**src/design/sequence_reorder_buffer_macros.svh**
```systemverilog
// Assertion macros for the sequence reorder buffer.
// Included by the top level; no other dependencies.
`ifndef SEQUENCE_REORDER_BUFFER_MACROS_SVH
`define SEQUENCE_REORDER_BUFFER_MACROS_SVH

`ifndef ASSERT_OFF

`define SRB_ASSERT(label, clk, rst, prop) \
   label: assert property (@(posedge clk) disable iff (rst) (prop)) \
      else $error("sequence_reorder_buffer: assertion failed");

`define SRB_ASSERT_NEVER(label, clk, rst, cond) \
   `SRB_ASSERT(label, clk, rst, !(cond))

`else

`define SRB_ASSERT(label, clk, rst, prop)

`define SRB_ASSERT_NEVER(label, clk, rst, cond)

`endif

`endif

```
**src/design/srb_pkg.sv**
```systemverilog
// Shared types and constants of the sequence reorder buffer.
// No dependencies; used by the channel interfaces, the slot cell and the top level.
package srb_pkg;

   localparam int SEQ_W         = 32;
   localparam int TYPE_W        = 16;
   localparam int TAG_W         = 16;
   localparam int SLOTS_DEFAULT = 63;

   localparam logic [SEQ_W-1:0] START_SEQ_RESET = 32'd1;
   localparam logic [SEQ_W-1:0] SEQ_UNSEQUENCED = 32'd0;

   localparam logic STATUS_RELEASED = 1'b0;
   localparam logic STATUS_DROPPED  = 1'b1;

   typedef struct packed {
      logic [SEQ_W-1:0]  seq_num;
      logic [TYPE_W-1:0] type_id;
      logic [TAG_W-1:0]  tag;
   } pkt_type;

   // Command broadcast from the controller to every slot cell.
   typedef struct packed {
      logic    wr_en;
      logic    clr_en;
      pkt_type wr_data;
   } cell_ctrl_type;

   // Signals handed from one cell to the next, lowest index first.
   typedef struct packed {
      logic    match_seen;
      logic    free_seen;
      pkt_type data;
   } cell_chain_type;

   typedef struct packed {
      logic wr_hit;
      logic clr_hit;
   } cell_hit_type;

   typedef enum logic [1:0] {
      ST_IDLE,
      ST_ARRIVE,
      ST_DRAIN
   } state_type;

endpackage

```
**src/design/srb_cell.sv**
```systemverilog
// One slot of the reorder store: holds a parked packet and compares it to the expected sequence.
// Depends on srb_pkg; instantiated in a chain by sequence_reorder_buffer.
module srb_cell (
   input  logic                       clock,
   input  logic                       reset,
   input  logic [srb_pkg::SEQ_W-1:0]  expected,
   input  srb_pkg::cell_ctrl_type     ctrl,
   input  srb_pkg::cell_chain_type    chain_in,
   output srb_pkg::cell_chain_type    chain_out,
   output srb_pkg::cell_hit_type      hit
);

   logic             valid_ff;
   logic             valid_in;
   srb_pkg::pkt_type data_ff;
   logic             match;
   logic             free;
   logic             grant;

   assign match = valid_ff && (data_ff.seq_num == expected);
   assign free  = !valid_ff;
   // Only the lowest matching cell is granted; the chain carries whether a lower one matched.
   assign grant = match && !chain_in.match_seen;

   assign hit.wr_hit  = ctrl.wr_en && free && !chain_in.free_seen;
   assign hit.clr_hit = ctrl.clr_en && grant;

   assign chain_out.match_seen = chain_in.match_seen || match;
   assign chain_out.free_seen  = chain_in.free_seen || free;
   assign chain_out.data       = srb_pkg::pkt_type'(chain_in.data | (grant ? data_ff : '0));

   always_comb begin
      valid_in = valid_ff;
      if (hit.wr_hit) begin
         valid_in = 1'b1;
      end else if (hit.clr_hit) begin
         valid_in = 1'b0;
      end
   end

   always_ff @(posedge clock) begin
      if (reset) begin
         valid_ff <= 1'b0;
      end else begin
         valid_ff <= valid_in;
      end
   end

   always_ff @(posedge clock) begin
      if (hit.wr_hit) begin
         data_ff <= ctrl.wr_data;
      end
   end

endmodule

```
**config.mk**
```make
export PLATFORM = sky130hd
export DESIGN_NAME = srb_cell
export DESIGN_NICKNAME = d
export VERILOG_FILES = /design/src/design/sequence_reorder_buffer_macros.svh /design/src/design/srb_pkg.sv /design/src/design/srb_cell.sv
export SDC_FILE = /design/constraint.sdc
export NUM_CORES = 1
export LEC_CHECK = 0
export ABC_CLOCK_PERIOD_IN_PS = 5500
export BUFFER_PORTS_ARGS = -buffer_cell sky130_fd_sc_hd__buf_2
export CAP_MARGIN = 20
export CORE_ASPECT_RATIO = 1.75
export CORE_MARGIN = 2
export CORE_UTILIZATION = 39
export CTS_BUF_LIST = sky130_fd_sc_hd__clkbuf_4
export CTS_CLUSTER_SIZE = 16
export DETAILED_ROUTE_END_ITERATION = 8
export MAX_ROUTING_LAYER = met4
export PLACE_DENSITY = 0.78
export RECOVER_POWER = 25
export SYNTH_ARGS = -nofsm -noshare
export SYNTH_HDL_FRONTEND = slang
export SYNTH_SLANG_ARGS = --single-unit
```
**constraint.sdc**
```tcl
create_clock -name clock -period 5.5 [get_ports clock]
set_input_delay 1.1 -clock clock [delete_from_list [all_inputs] [get_ports clock]]
set_output_delay 1.1 -clock clock [all_outputs]
set_load 0.05 [all_outputs]
```
# Yosys cells after proc, flatten, opt, wreduce, memory -nomap -nowiden
# Index checks and enable logic that the tools add are counted.
totals:
  word_cells: 20
  register_bits: 65
  out_inout_bits: 68
  inputBits: 166
classes:
  n_eq_ne: 1
  reduce_logical: 11
  mux: 3
  bitwise: 1
op_table:
  columns: ["op", "n"]
  rows:
  - ["$mux W64", 1]
  - ["$or A64 B64 Y64", 1]
  - ["$eq A32 B32 Y1", 1]
  - ["$logic_and A1 B1 Y1", 5]
  - ["$logic_not A1 Y1", 3]
  - ["$logic_or A1 B1 Y1", 2]
  - ["$mux W1", 2]
  - ["$reduce_bool A2 Y1", 1]

# Longest topological paths before layout
logic_depth:
  ltp_word: 6
  mapped_depth: 7
  depth_no_buf: 5

# Worst setup path before layout
# OpenSTA, ideal clock, no wires.
synth_path:
  path_kind: "input port to output port"
  start: "input ctrl[65] (netlist name)"
  end: "output hit[1] (netlist name)"
  path_slack_ns: -0.293
  arrival_time_ns: 4.693
  path_stages: 3
  t_required_ns: 4.400
  path_buffers: 1
  path_cell_list: "nor2b_1 -> nor2b_1 -> buf_4"
synth_rtl:
  columns: ["item", "line", "source"]
  rows:
  - ["from (decl)", "srb_cell.sv:7", "input srb_pkg::cell_ctrl_type ctrl,"]
  - ["to (decl)", "srb_cell.sv:10", "output srb_pkg::cell_hit_type hit"]

==> qor_table.md <==
| Metric | This run |
| --- | --- |
| Setup Crit Path Kind | in -> out |
| Clock slew seen by the registers of the worst setup and hold paths | 100 ps |
| Startpoint kind of the worst setup timing path | input port |
| Maximum single-stage delay on the critical path | 570 ps |
| Maximum fanout along the worst path | 52 |
| # setup viols final | 0 |
| Port Buffers | 233 |
| Mapped cell area | 3550 um^2 |
| Sink count of the clock tree | 65 |
| Maximum Capacitance Violations | 0 |
| Global route overflow | 0 |
| Initial DRC count | 186 |
| Average routed wire per standard cell | 17.5 um |
| Max-slew violations | 0 |
| Design area | 4940 um^2 |
| Leading register cell type out of synthesis | sky130_fd_sc_hd__edfxtp_1 |
| Fraction of the cycle the final worst path needs | 82.2% |
| Setup fix buffers added after clock tree synthesis | 0 |
| Most frequent CP cell | sky130_fd_sc_hd__buf_2 |
| Antenna violations before repair | 2 |
| Via count of the first global-routing pass | 3373 |
| RSZ-0062 raised after global routing | false |
| Post-route worst hold slack | 603 ps |
| Share of final-layout standard cells stronger than drive strength 1 | 50.3% |
| Fill cell total of the finished layout | 814 |
| Root Driver | sky130_fd_sc_hd__clkbuf_4 |
| Width of the die | 76.2 um |
| CTS max path bufs | 2 |
| Number of top-level design ports | 234 |
| Power Dens Cells | 233 nW/um^2 |
| Post-synthesis sequential element count | 65 |
| Largest net degree at the start of global routing | 65 |
| Min-delay worst type | reg -> reg |
| Area inside the core boundary | 8980 um^2 |
| Number of synthesized flops with an enable pin | 64 |
| Number of gates resized after CTS | 0 |
| Required time at the endpoint of the critical path | 4400 ps |
| Cts-stage hold buffer count | 0 |
| Effective utilization at floorplan | 39.6% |
| Post-Syn Instances | 284 |
| Crit path time final | 4520 ps |
| # nets final | 673 |
| Post-detailed-route via-to-cell ratio | 5.26 |
| Clock Latency Late Sink | 410 ps |
| Number of detailed-routing iterations run before antenna repair | 4 |
| Synth Area per Inst | 12.5 um^2 |
| Area taken by flip-flops and latches | 1940 um^2 |
| Result of the run | finished, final reports clean |
| Final std cells w/o fill | 633 |
| Placed wire-length estimate after detailed placement | 8360 um |
| Worst slew pin tran | 858 ps |
| Count of unresolved DRC violations after routing | 0 |
| Area delta synth->final | 39.2% |
| Standard cell area after detailed placement | 4820 um^2 |
| Area enclosed by the die boundary | 9920 um^2 |
| Number of distinct library cells after synthesis | 32 |
| CTS HTree Levels | 3 |
| Fmax | 221 MHz |
| TritonCTS Buffers | 9 |
| All-Layer GR Usage | 22.7% |
| Cells traversed along the worst timing path | buf_2 > a22o_1 > or4_1 > nor3_4 > buf_12 > a41o_1 > buf_2 |
| Routed Antenna Nets | 0 |
| Placed Instances | 616 |
| Total of warnings raised by yosys | 0 |
| Final hold violation count | 0 |
| Sum of routed wire length over all layers | 11100 um |
| Clock tree from TritonCTS | built |
| Syn nets | 450 |
| Total number of vias | 3332 |
| Remaining max-slew budget at the tightest pin | 42.8% |
| Proportion of synthesized chip area in sequential cells | 54.6% |
| Crit-path leading delay family | simple AND/OR/NAND/NOR gates |
| Synth async-reset ratio | 0% |
| Type of element capturing the critical path | output port |
| First-pass GRT wire length | 16800 um |
| Leak Pwr | 2.43 nW |
| Row count | 46 |
| Area of the multi-input gates | 1450 um^2 |
| Worst vdd ir | 197 uV |
| Die outline height | 130 um |
| Worst setup skew after layout | 9.12 ps |
| Slowest-stage cell, CP | sky130_fd_sc_hd__or4_1 |
| Worst path bufs/invs | 3 |
| Setup_tns | 0 ps |
| Weighted congestion reported at the end of routability-driven placement | 0.863 |
| Arrival time worst endpoint | 3420 ps |
## Yosys cell counts, drive strengths merged, types with 2 or more instances
master,instances,share of area [%]
xor2,11,2.7
xnor2,10,2.5
nor2b,58,10
nor2,8,0.85
buf,12,2.4
a41o,64,18
o2bb2ai,2,0.49
o22ai,4,0.70
edfxtp,64,54
clkbuf,17,1.8
inv,11,1.2
nor4,3,0.70
a22o,2,0.49
nor3,2,0.42
nand4,2,0.35
or4,2,0.42
## registers in the layout, indices dropped and copies added (netlist names)
| register | count |
|---|---|
| valid_ff | 1 |
| data_ff | 64 |
## worst reg2reg max path: stages, from the launching register on
cell	delay [ps]
sky130_fd_sc_hd__edfxtp_1	330
sky130_fd_sc_hd__inv_1	60
sky130_fd_sc_hd__a22o_1	220
sky130_fd_sc_hd__or4_1	570
sky130_fd_sc_hd__nor3_4	550
sky130_fd_sc_hd__buf_12	320
sky130_fd_sc_hd__a31oi_1	130
## cells in the final DEF, fill, tap and decap left out, types with 4 or more instances in the layout
cell / synthesis / routed
sky130_fd_sc_hd__nor2b_1: 58 / 57
sky130_fd_sc_hd__nor2_1: 8 / 8
sky130_fd_sc_hd__inv_1: 11 / 11
sky130_fd_sc_hd__xor2_1: 11 / 11
sky130_fd_sc_hd__clkbuf_4: 0 / 10
sky130_fd_sc_hd__xnor2_1: 10 / 10
sky130_fd_sc_hd__o22ai_1: 4 / 4
sky130_fd_sc_hd__buf_4: 2 / 7
sky130_fd_sc_hd__a41o_1: 64 / 64
sky130_fd_sc_hd__edfxtp_1: 64 / 64
sky130_fd_sc_hd__buf_2: 7 / 233
## final timing paths
kind | startpoint | end | slack, ps | cells after the start
max | expected[8] | chain_out[54] | 980 | 7
min | valid_ff | valid_ff | 600 | 2
max reg2reg | data_ff[40] | valid_ff | 3190 | 6
min reg2reg | valid_ff | valid_ff | 600 | 2
## cell type report
type,count,area share (%)
tap,120,3.04
clock buffer,10,1.52
antenna,2,0.101
clock inverter,5,0.962
sequential,65,39.3
inverter,11,0.835
multi-input combinational,179,29.2
timing repair buffer,241,25.1
## layer usage
layer / track usage, % / wire, um
met4: 14.1 / 461
met1: 22.7 / 3980
met5: - / 0
met2: 39.7 / 5900
met3: 5.88 / 761
## where the power goes
part           switching (W)  total [W]  internal [W]
registers         0.00000800   0.000578      0.000570
clock network       0.000163   0.000300      0.000137
logic               0.000176   0.000276     0.0000991
total               0.000348    0.00115      0.000806
## logic make-up after synthesis
| logic type | share of synthesized area [%] |
|---|---|
| compound gates | 21.1 |
| xor+xnor | 5.18 |
| buf+inv | 5.32 |
| flops | 54.6 |
| simple gates | 13.8 |
## through the flow
stage	utilization, %	worst slack [ps]	power (W)
floorplan	-	1000	0.000759
global placement	53.7	1060	0.000858
detailed placement	53.7	1000	0.000864
CTS	55.0	995	0.00116
global route	55.1	895	0.00120
finish	55.1	981	0.00115
Power figures use the tool's default switching activity.
